### src/rtl/gpio_pkg.sv
package gpio_pkg;

    localparam int PORTS = 4;
    localparam int LINES = 16;
    localparam int PIN_W = PORTS * 16;

    typedef enum logic [1:0] {
        REQ_READ   = 2'd0,
        REQ_WRITE  = 2'd1,
        REQ_SAMPLE = 2'd2,
        REQ_SPARE  = 2'd3
    } req_t;

    localparam logic [2:0] BLK_EXTI = 3'd4;

    // port register offsets
    localparam logic [7:0] OFF_MODE  = 8'h00;
    localparam logic [7:0] OFF_OTYPE = 8'h04;
    localparam logic [7:0] OFF_SPEED = 8'h08;
    localparam logic [7:0] OFF_PULL  = 8'h0c;
    localparam logic [7:0] OFF_IDR   = 8'h10;
    localparam logic [7:0] OFF_ODR   = 8'h14;
    localparam logic [7:0] OFF_BSRR  = 8'h18;
    localparam logic [7:0] OFF_AFL   = 8'h20;
    localparam logic [7:0] OFF_AFH   = 8'h24;

    // interrupt unit offsets
    localparam logic [7:0] OFF_RTSR  = 8'h00;
    localparam logic [7:0] OFF_FTSR  = 8'h04;
    localparam logic [7:0] OFF_RPR   = 8'h0c;
    localparam logic [7:0] OFF_FPR   = 8'h10;
    localparam logic [7:0] OFF_CR0   = 8'h60;
    localparam logic [7:0] OFF_CR1   = 8'h64;
    localparam logic [7:0] OFF_CR2   = 8'h68;
    localparam logic [7:0] OFF_CR3   = 8'h6c;
    localparam logic [7:0] OFF_IMR   = 8'h80;

endpackage

### src/rtl/gpio_ports_with_edge_interrupts_core.sv
// Channel | direction | handshake          | payload
// in      | in        | in_valid/in_stall   | req_type, block_sel, reg_offset,
//         |           |                     | write_data, pin_levels
// out     | out       | out_valid/out_stall | read_data, pin_drive,
//         |           |                     | pin_drive_enable, irq_groups
// One item per cycle unless stalled; a result appears in the cycle after its item is accepted.
// All register state updates at the acceptance edge, results are registered.
// A stalled result holds in the output register; input is stalled only while
// a held result waits, so the output register is the one slot of latency.
// rst_n async-resets all but output data registers to their documented values.
module gpio_ports_with_edge_interrupts_core (
    input  logic        clk,
    input  logic        rst_n,
    input  logic        in_valid,
    output logic        in_stall,
    input  logic [1:0]  req_type,
    input  logic [2:0]  block_sel,
    input  logic [7:0]  reg_offset,
    input  logic [31:0] write_data,
    input  logic [63:0] pin_levels,
    output logic        out_valid,
    input  logic        out_stall,
    output logic [31:0] read_data,
    output logic [63:0] pin_drive,
    output logic [63:0] pin_drive_enable,
    output logic [2:0]  irq_groups
);

    localparam int P = gpio_pkg::PORTS;
    localparam int L = gpio_pkg::LINES;

    logic [31:0] mode_reg   [P];
    logic [15:0] otype_reg  [P];
    logic [31:0] speed_reg  [P];
    logic [31:0] pull_reg   [P];
    logic [15:0] odr_reg    [P];
    logic [63:0] af_reg     [P];
    logic [15:0] rise_en_reg, fall_en_reg, rise_pend_reg, fall_pend_reg;
    logic [15:0] mask_reg, prev_reg;
    logic [1:0]  sel_reg    [L];

    logic [15:0] rise_pend_next, fall_pend_next, now_lvl;
    logic [15:0] odr_next   [P];
    logic [31:0] mode_next  [P];
    logic [15:0] otype_next [P];

    logic        accept;
    logic        is_rd, is_wr, port_ok, exti_sel;
    logic [1:0]  pidx;
    logic [31:0] rd_next;
    logic [63:0] drive_next, en_next;
    logic [15:0] pend_next;

    logic        out_valid_reg;
    logic [31:0] rd_reg;
    logic [63:0] drive_reg, en_reg;
    logic [2:0]  irq_reg;

    assign in_stall = out_valid_reg && out_stall;
    assign accept   = in_valid && !in_stall;
    assign is_rd    = (gpio_pkg::req_t'(req_type) == gpio_pkg::REQ_READ);
    assign is_wr    = (gpio_pkg::req_t'(req_type) == gpio_pkg::REQ_WRITE);
    assign port_ok  = ({29'd0, block_sel} < P);
    assign exti_sel = (block_sel == gpio_pkg::BLK_EXTI);
    assign pidx     = block_sel[1:0];

    // sample line levels from the selected port
    always_comb
    begin
        for (int i = 0; i < L; i++)
        begin
            now_lvl[i] = ({30'd0, sel_reg[i]} < P) ?
                pin_levels[{sel_reg[i], 4'(i)}] : 1'b0;
        end
    end

    // record edges, then apply write-one-to-clear
    always_comb
    begin
        rise_pend_next = rise_pend_reg | (now_lvl & ~prev_reg & rise_en_reg);
        fall_pend_next = fall_pend_reg | (prev_reg & ~now_lvl & fall_en_reg);
        if (is_wr && exti_sel && reg_offset == gpio_pkg::OFF_RPR)
            rise_pend_next = rise_pend_next & ~write_data[15:0];
        if (is_wr && exti_sel && reg_offset == gpio_pkg::OFF_FPR)
            fall_pend_next = fall_pend_next & ~write_data[15:0];
    end

    // next port output state, used for the registered outputs
    always_comb
    begin
        for (int p = 0; p < P; p++)
        begin
            odr_next[p]   = odr_reg[p];
            mode_next[p]  = mode_reg[p];
            otype_next[p] = otype_reg[p];
            if (is_wr && port_ok && pidx == 2'(p))
            begin
                case (reg_offset)
                    gpio_pkg::OFF_MODE:  mode_next[p]  = write_data;
                    gpio_pkg::OFF_OTYPE: otype_next[p] = write_data[15:0];
                    gpio_pkg::OFF_ODR:   odr_next[p]   = write_data[15:0];
                    gpio_pkg::OFF_BSRR:  odr_next[p]   =
                        (odr_reg[p] & ~write_data[31:16]) | write_data[15:0];
                    default: ;
                endcase
            end
        end
    end

    // read mux, values as seen after this item's pin sample
    always_comb
    begin
        rd_next = '0;
        if (is_rd && port_ok)
        begin
            unique case (reg_offset)
                gpio_pkg::OFF_MODE:  rd_next = mode_reg[pidx];
                gpio_pkg::OFF_OTYPE: rd_next = {16'd0, otype_reg[pidx]};
                gpio_pkg::OFF_SPEED: rd_next = speed_reg[pidx];
                gpio_pkg::OFF_PULL:  rd_next = pull_reg[pidx];
                gpio_pkg::OFF_IDR:   rd_next = {16'd0, pin_levels[{pidx, 4'd0} +: 16]};
                gpio_pkg::OFF_ODR:   rd_next = {16'd0, odr_reg[pidx]};
                gpio_pkg::OFF_AFL:   rd_next = af_reg[pidx][31:0];
                gpio_pkg::OFF_AFH:   rd_next = af_reg[pidx][63:32];
                default:             rd_next = '0;
            endcase
        end
        else if (is_rd && exti_sel)
        begin
            unique case (reg_offset)
                gpio_pkg::OFF_RTSR: rd_next = {16'd0, rise_en_reg};
                gpio_pkg::OFF_FTSR: rd_next = {16'd0, fall_en_reg};
                gpio_pkg::OFF_RPR:  rd_next = {16'd0, rise_pend_next};
                gpio_pkg::OFF_FPR:  rd_next = {16'd0, fall_pend_next};
                gpio_pkg::OFF_CR0:  rd_next = {6'd0, sel_reg[3], 6'd0, sel_reg[2],
                                               6'd0, sel_reg[1], 6'd0, sel_reg[0]};
                gpio_pkg::OFF_CR1:  rd_next = {6'd0, sel_reg[7], 6'd0, sel_reg[6],
                                               6'd0, sel_reg[5], 6'd0, sel_reg[4]};
                gpio_pkg::OFF_CR2:  rd_next = {6'd0, sel_reg[11], 6'd0, sel_reg[10],
                                               6'd0, sel_reg[9], 6'd0, sel_reg[8]};
                gpio_pkg::OFF_CR3:  rd_next = {6'd0, sel_reg[15], 6'd0, sel_reg[14],
                                               6'd0, sel_reg[13], 6'd0, sel_reg[12]};
                gpio_pkg::OFF_IMR:  rd_next = {16'd0, mask_reg};
                default:            rd_next = '0;
            endcase
        end
    end

    // drive and enable per pin, interrupt groups
    always_comb
    begin
        logic [15:0] msk;
        msk = mask_reg;
        if (is_wr && exti_sel && reg_offset == gpio_pkg::OFF_IMR)
            msk = write_data[15:0];
        drive_next = '0;
        en_next    = '0;
        for (int p = 0; p < P; p++)
        begin
            drive_next[16*p +: 16] = odr_next[p];
            for (int i = 0; i < 16; i++)
            begin
                en_next[16*p + i] = (mode_next[p][2*i +: 2] == 2'b01) &&
                    (!otype_next[p][i] || !odr_next[p][i]);
            end
        end
        pend_next = (rise_pend_next | fall_pend_next) & msk;
    end

    // port register file; input data always reads the live pins
    always_ff @(posedge clk or negedge rst_n)
    begin
        if (!rst_n)
        begin
            for (int p = 0; p < P; p++)
            begin
                mode_reg[p]  <= '1;
                otype_reg[p] <= '0;
                speed_reg[p] <= '0;
                pull_reg[p]  <= '0;
                odr_reg[p]   <= '0;
                af_reg[p]    <= '0;
            end
        end
        else if (accept)
        begin
            for (int p = 0; p < P; p++)
            begin
                mode_reg[p]  <= mode_next[p];
                otype_reg[p] <= otype_next[p];
                odr_reg[p]   <= odr_next[p];
                if (is_wr && port_ok && pidx == 2'(p))
                begin
                    case (reg_offset)
                        gpio_pkg::OFF_SPEED: speed_reg[p]     <= write_data;
                        gpio_pkg::OFF_PULL:  pull_reg[p]      <= write_data;
                        gpio_pkg::OFF_AFL:   af_reg[p][31:0]  <= write_data;
                        gpio_pkg::OFF_AFH:   af_reg[p][63:32] <= write_data;
                        default: ;
                    endcase
                end
            end
        end
    end

    // interrupt unit registers
    always_ff @(posedge clk or negedge rst_n)
    begin
        if (!rst_n)
        begin
            rise_en_reg   <= '0;
            fall_en_reg   <= '0;
            rise_pend_reg <= '0;
            fall_pend_reg <= '0;
            mask_reg      <= '0;
            prev_reg      <= '0;
            for (int i = 0; i < L; i++)
                sel_reg[i] <= '0;
        end
        else if (accept)
        begin
            rise_pend_reg <= rise_pend_next;
            fall_pend_reg <= fall_pend_next;
            prev_reg      <= now_lvl;
            if (is_wr && exti_sel)
            begin
                case (reg_offset)
                    gpio_pkg::OFF_RTSR: rise_en_reg <= write_data[15:0];
                    gpio_pkg::OFF_FTSR: fall_en_reg <= write_data[15:0];
                    gpio_pkg::OFF_IMR:  mask_reg    <= write_data[15:0];
                    gpio_pkg::OFF_CR0, gpio_pkg::OFF_CR1,
                    gpio_pkg::OFF_CR2, gpio_pkg::OFF_CR3:
                    begin
                        for (int k = 0; k < 4; k++)
                            sel_reg[{reg_offset[3:2], 2'(k)}] <= write_data[8*k +: 2];
                    end
                    default: ;
                endcase
            end
        end
    end

    // result register
    always_ff @(posedge clk or negedge rst_n)
    begin
        if (!rst_n)
            out_valid_reg <= 1'b0;
        else if (accept)
            out_valid_reg <= 1'b1;
        else if (!out_stall)
            out_valid_reg <= 1'b0;
    end

    always_ff @(posedge clk)
    begin
        if (accept)
        begin
            rd_reg    <= rd_next;
            drive_reg <= drive_next;
            en_reg    <= en_next;
            irq_reg   <= {|pend_next[15:4], |pend_next[3:2], |pend_next[1:0]};
        end
    end

    assign out_valid        = out_valid_reg;
    assign read_data        = rd_reg;
    assign pin_drive        = drive_reg;
    assign pin_drive_enable = en_reg;
    assign irq_groups       = irq_reg;

`ifndef SYNTH
    // a held result blocks new input
    a_stall_hold: assert property (@(posedge clk) disable iff (!rst_n)
        (out_valid && out_stall) |-> in_stall)
        else $error("input accepted over a held result");

    // an accepted item always yields a result next cycle
    a_result: assert property (@(posedge clk) disable iff (!rst_n)
        (in_valid && !in_stall) |=> out_valid)
        else $error("accepted item produced no result");

    // a rising pending bit on line 0 never appears without its enable
    a_pend: assert property (@(posedge clk) disable iff (!rst_n)
        $rose(rise_pend_reg[0]) |-> $past(rise_en_reg[0]))
        else $error("rise pending set without enable");
`endif

endmodule

### config.mk
export PLATFORM = sky130hd
export DESIGN_NAME = gpio_ports_with_edge_interrupts_core
export DESIGN_NICKNAME = d
export VERILOG_FILES = /design/src/rtl/gpio_pkg.sv /design/src/rtl/gpio_ports_with_edge_interrupts_core.sv
export SDC_FILE = /design/constraint.sdc
export NUM_CORES = 2
export LEC_CHECK = 0
export ABC_AREA = 1
export BUFFER_PORTS_ARGS = -buffer_cell sky130_fd_sc_hd__buf_4
export CORE_UTILIZATION = 40
export DETAILED_ROUTE_END_ITERATION = 12
export PLACE_DENSITY_LB_ADDON = 0.2
export SLEW_MARGIN = 20
export SYNTH_ARGS = -nofsm -noshare
export SYNTH_HDL_FRONTEND = slang
export SYNTH_SLANG_ARGS = --single-unit
### constraint.sdc
create_clock -name clk -period 16.4 [get_ports clk]
set_input_delay 0.82 -clock clk [delete_from_list [all_inputs] [get_ports clk]]
set_output_delay 0.82 -clock clk [all_outputs]
set_load 0.01 [all_outputs]
* Word level (Yosys, flattened, before mapping)
Index checks and enable logic that the tools add are counted.
** Word-level totals
- Bits in registers :: 1060
- Input port bits :: 113
- Output and inout bits :: 165
- Logic and storage cells :: 588
** Operators by class
- Magnitude comparators :: 26
- Eq/ne operators :: 83
- Shifts and indexed selects :: 1
- Mux-type cells :: 95
- Bitwise logic cells :: 27
- Reduce and logical (&&, ||, !) cells :: 301
** Operators with widths (count)
- 2-to-1 mux 32 bit :: 15
- 2-to-1 mux 16 bit :: 19
- one-hot mux 32 bit (8 select lines) :: 1
- one-hot mux 26 bit (9 select lines) :: 1
- binary-select mux 32 bit (select 2 bit) :: 3
- bitwise AND 16 bit :: 11
- == test 2 x 1 -> 1 bit (second input constant) :: 66
- logical NOT 1 bit :: 129
- binary-select mux 64 bit (select 2 bit) :: 1
- bitwise mux 32 bit :: 4
- 2-to-1 mux 64 bit :: 2
- one-hot mux 16 bit (2 select lines) :: 4
- less-than comparator 6 x 7 -> 1 bit (second input constant) :: 16
- OR 16 bit :: 7
- logical AND 1 bit :: 81
- binary-select mux 16 bit (select 2 bit) :: 2
- logical OR 1 bit :: 64
- NOT 16 bit :: 4
- indexed part select 64 x 7 -> 16 bit :: 1
- AND reduction 3 bit :: 20
- binary-select mux 1 bit (select 2 bit) :: 16
- demux 2 bit (select 4 bit) :: 4
- == test 8 x 7 -> 1 bit (second input constant) :: 4
- 2-to-1 mux 26 bit :: 1
- other kinds (21) :: 57

* Logic depth before layout (Yosys ltp)
- Depth after elaboration :: 11
- Depth in mapped cells :: 13

* Worst setup path before layout
Ideal clock, no wire load.
- Kind :: in2reg
- Start :: input out_stall
- End :: register irq_reg[0] (netlist: irq_groups[0]) (enable)
- Setup time :: 0.591 ns
- Arrival :: 6.309 ns
- Setup slack :: 9.500 ns
- Stages :: 6
- Buffers on the path :: 3
- Path through :: nand2_1 inv_1 nor2_1 clkbuf_1 clkbuf_1 clkbuf_1
** Between the ends
- Word-level cells in the longest chain between the ends :: 3
** RTL lines
- from (decl) :: RTL line gpio_ports_with_edge_interrupts_core.sv:22 : input logic out_stall,
- logical AND 1 bit :: RTL line gpio_ports_with_edge_interrupts_core.sv:59 : assign in_stall = out_valid_reg && out_stall;
- named net in_stall :: RTL line gpio_ports_with_edge_interrupts_core.sv:15 : output logic in_stall,
- logical NOT 1 bit :: RTL line gpio_ports_with_edge_interrupts_core.sv:60 : assign accept = in_valid && !in_stall;
- logical AND 1 bit :: RTL line gpio_ports_with_edge_interrupts_core.sv:60
- named net accept :: RTL line gpio_ports_with_edge_interrupts_core.sv:47 : logic accept;
- to (signal assigned) :: RTL line gpio_ports_with_edge_interrupts_core.sv:261 : irq_reg <= {|pend_next[15:4], |pend_next[3:2], |pend_next[1:0]};
- to (decl) :: RTL line gpio_ports_with_edge_interrupts_core.sv:57 : logic [2:0] irq_reg;
The timed path passes the listed nets, and every way through them passes these cells.
A chain may end at the register's enable or synchronous reset.

* Final worst setup path
- Start :: register out_valid_reg (netlist: out_valid)
- End :: register otype_reg[39] (netlist name)
** Between the ends
- Word-level cells in the longest chain between the ends :: 3
** RTL lines
- from (decl) :: RTL line gpio_ports_with_edge_interrupts_core.sv:54 : logic out_valid_reg;
- from (signal assigned) :: RTL line gpio_ports_with_edge_interrupts_core.sv:247 : out_valid_reg <= 1'b0;
- from (signal assigned) :: RTL line gpio_ports_with_edge_interrupts_core.sv:249 : out_valid_reg <= 1'b1;
- from (signal assigned) :: RTL line gpio_ports_with_edge_interrupts_core.sv:251 : out_valid_reg <= 1'b0;
- logical AND 1 bit :: RTL line gpio_ports_with_edge_interrupts_core.sv:59
- logical NOT 1 bit :: RTL line gpio_ports_with_edge_interrupts_core.sv:60
- logical AND 1 bit :: RTL line gpio_ports_with_edge_interrupts_core.sv:60
- to (signal, indexed assignment) :: RTL line gpio_ports_with_edge_interrupts_core.sv:190 : otype_reg[p] <= otype_next[p];
- to (decl) :: RTL line gpio_ports_with_edge_interrupts_core.sv:33 : logic [15:0] otype_reg [P];
Every way passes these cells.

==> summary by stage <==
Global route
The total routing resource utilization after global routing is 0.303. Summed over all layers, the global routing overflow is 0. The number of global-route vias before repair is 41,600. The number of antenna violations at the first check in global routing is 17. The global-route wire length before repair is 284,000 µm. Entering global routing, the biggest net connects 152 pins.

Layout
The layout overhead on the synthesized area is 14.9%. For this run, the post-layout net count is 6,205. The sequential cell area in the final layout is between 0.02 and 0.03 mm².

Of the cells placed in the final design, the portion with a size suffix greater than 1 is 0.130. The multi-input combinational cells in the finished layout cover a total of 0.0195 mm². The flip-flop count of the largest register after layout is 256. Once layout is complete, the cells apart from fillers number a little under 8,000.

Counting the fill cells in the layout gives 12,200. The library cell used most frequently in the layout, excluding fill and tap cells, is nand2_1. Leaving out fill and tap cells, the most frequent cells in the layout are nand2_1 (2,001), o21ai_0 (1,024), dfrtp_1 (769), inv_1 (363), buf_4 (356). Once layout is complete, the utilization of the core stands at 0.463.

Synth
Synthesis produced a netlist whose cell count is about 6,000. The net count after synthesis is 6,135. Counting distinct cell types in the post-synthesis netlist gives 39. The sequential share of the synthesized area is 0.552. In this run, synthesis produced a sequential element count of around 1,100. Yosys printed 0 warnings. The mean cell area of the mapped netlist is 8.28 µm². The post-synthesis cell type with the largest combined area is dfrtp_1.

In this run the cell area of the synthesized design comes to between 0.04 and 0.05 mm². The area share of the largest cell type after synthesis is 0.386. Ranked by total cell area, the synthesized netlist is headed by dfrtp_1 (39%), nand2_1 (15%), o21ai_0 (10%).

Clock network
The H-tree was split into 3 levels. The clock tree from TritonCTS is yes. The clock buffer count from CTS is 116. After clock tree synthesis, the clock-pin slew on the worst setup and hold paths is 60 ps. The tree is rooted in a clkbuf_16. The number of setup buffers added after CTS is 0. CTS saw 1,060 sinks. The number of gates resized after CTS was 0. The clock reaches the later pin of the worst-skew pair after 720 ps. The maximum clock insertion buffer count is 3. Hold repair after CTS inserted 0 buffers.

Timing
The minimum clock period is roughly 4200 ps. The final max-slew violation count is 0. The number of hold violations in the final report is 0. The relative slew slack is 0.183. Clock skew on the completed layout was measured at 28.1 ps.

The final sum of negative setup slack is 0 ps. Setup repair after global routing left no endpoint under its margin. Derived from the worst setup path, the maximum achievable clock frequency is approximately 240 MHz. The pin slew with the least headroom to its limit is between 1000 and 1500 ps. Of the available clock period, the critical path in the final layout requires 0.258.

The final setup slack of the worst path is 12,160 ps. Setup violations remaining at the end of the flow were counted as 0.

Detailed routing
Wires add up to 194,000 µm. The routed via count is 44,900. After detailed routing, the number of remaining DRC violations is 0. The via-per-instance ratio is between 5 and 6. The routed wire length per instance is 24.8 µm. In this run, the number of DRC markers left after iteration 0 of detailed routing was 6,051.

The count of nets left with antenna violations once routing finished came out at 0. The number of detailed-routing iterations run before antenna repair is 6.

Placement
OpenSTA, run right after detailed placement, puts the worst setup slack at 11,650 ps. After legalization and detailed placement, the total HPWL measured roughly 120,000 µm. Routability-driven placement finished with a final weighted congestion of 0.941. The count of input and output buffers is 277.

The placed instance count is approximately 7,600.

Floorplanning
The floorplan step set the die height to 355 µm. After floorplanning, the core was divided into 129 placement rows. The floorplan step defined a die boundary enclosing between 0.1 and 0.15 mm².

In this run the count of I/O pins placed on the die edge is 278. The die is 355 µm wide. The initial utilization of the core area, before any placement, comes to 0.403. The total area inside the core boundary comes to 0.124 mm².

Critical path
The worst path required time is 16,950 ps. STA classifies the critical path startpoint as a flip-flop. The endpoint kind of the worst setup timing path is a flip-flop. The maximum fanout along the worst path is approximately 150. The number of cells on the worst reg-to-reg path is 9. The most critical setup path has its startpoint at out_valid$_DFFE_PN0P_. Data on the critical path arrives at its endpoint at 4790 ps. The reg-to-reg endpoint is otype_reg[39]$_DFFE_PN0P_.

The source of the worst register-to-register timing path is out_valid$_DFFE_PN0P_. The worst register-to-register path has a setup slack of between 10,000 and 15,000 ps. The kind of critical path is reg -> reg.

Power and ir drop
The completed layout was analyzed and its total power is 6.18 mW. The largest voltage drop on the vdd net is 0.103 mV. The static leakage power is 25.8 nW. Dividing total power by cell area gives a power density of between 100 and 150 mW/mm².

Worst hold path
The worst hold path class is in -> async.

Run
The number of maximum-capacitance violations is 0.

Run status
The flow ran to the end, and the final reports show no timing, DRC or antenna violations.
[logic make-up (layout without fill, tap and decap cells)]
family | Yosys count | in the layout | share of synthesized area
other | 0 | 4 | 0
AO/OA/AOI/OAI | 1648 | 1648 | 0.183
buffers and inverters | 790 | 961 | 0.0617
flip-flops | 1060 | 1060 | 0.552
AND/OR/NAND/NOR | 2524 | 2524 | 0.204
[synth_stat cells, drive strengths merged]
master / instances
o21a: 1
or2: 27
nand4: 94
o21bai: 4
a22o: 8
nor2: 193
a21o: 4
o21ai: 1125
o2111ai: 23
inv: 375
a31oi: 1
nand2: 2018
clkinv: 3
a21oi: 125
edfxtp: 163
a31o: 2
dfrtp: 769
nand3: 170
nor3: 14
a22oi: 131
dfstp: 128
clkbuf: 320
o22ai: 220
nand3b: 8
buf: 92
o22a: 4
[area by class of cell]
class,instances,area share
Clock buffer,166,0.0588
Antenna cell,4,0.000175
Sequential cell,1060,0.480
Inverter,378,0.0250
Multi-Input combinational cell,4172,0.340
Clock inverter,53,0.0111
Tap cell,1637,0.0358
Timing Repair Buffer,364,0.0492
[power breakdown]
group          switching (mW)  total (mW)  internal [mW]
clock network            1.13        2.77           1.64
registers              0.0464        2.83           2.79
logic                   0.422       0.574          0.151
total                    1.60        6.18           4.58
[metrics by stage]
| stage | instance area [µm²] | hold WS [ps] |
|---|---|---|
| 2_1_floorplan | 49800 | 447 |
| 3_3_place_gp | 53200 | 463 |
| 3_5_place_dp | 53200 | 468 |
| 4_1_cts | 57200 | 204 |
| 5_1_grt | 57300 | 244 |
| 6_report | 57300 | 163 |
[critical path, stage by stage, from the launching register on]
cell,delay (ps)
dfrtp_1,340
nand2_1,70
inv_1,110
nor2_4,50
buf_12,260
inv_8,610
buf_4,650
buf_4,770
buf_4,830
o21ai_0,230
[worst max path at each step]
stage | end | slack (ps) | depth (start not counted)
floorplan | irq_groups[0]$_DFFE_PP_ | 9500 | 6
global placement | read_data[16]$_DFFE_PP_ | 11700 | 11
detailed placement | read_data[16]$_DFFE_PP_ | 11650 | 11
CTS | otype_reg[39]$_DFFE_PN0P_ | 12230 | 9
global route | otype_reg[10]$_DFFE_PN0P_ | 11840 | 9
finish | otype_reg[39]$_DFFE_PN0P_ | 12160 | 9
[per-layer routing]
| metal | part of all wire | vias to the layer above | GRT usage | wire length (µm) |
|---|---|---|---|---|
| met5 | 0.00043 | - | 0 | 83 |
| met2 | 0.43 | 2317 | 0.448 | 84100 |
| met1 | 0.42 | 21800 | 0.429 | 81100 |
| li1 | - | 20300 | - | - |
| met4 | 0.044 | 14 | 0.123 | 8550 |
| met3 | 0.11 | 429 | 0.0668 | 20600 |
Power figures use the tool's default switching activity.
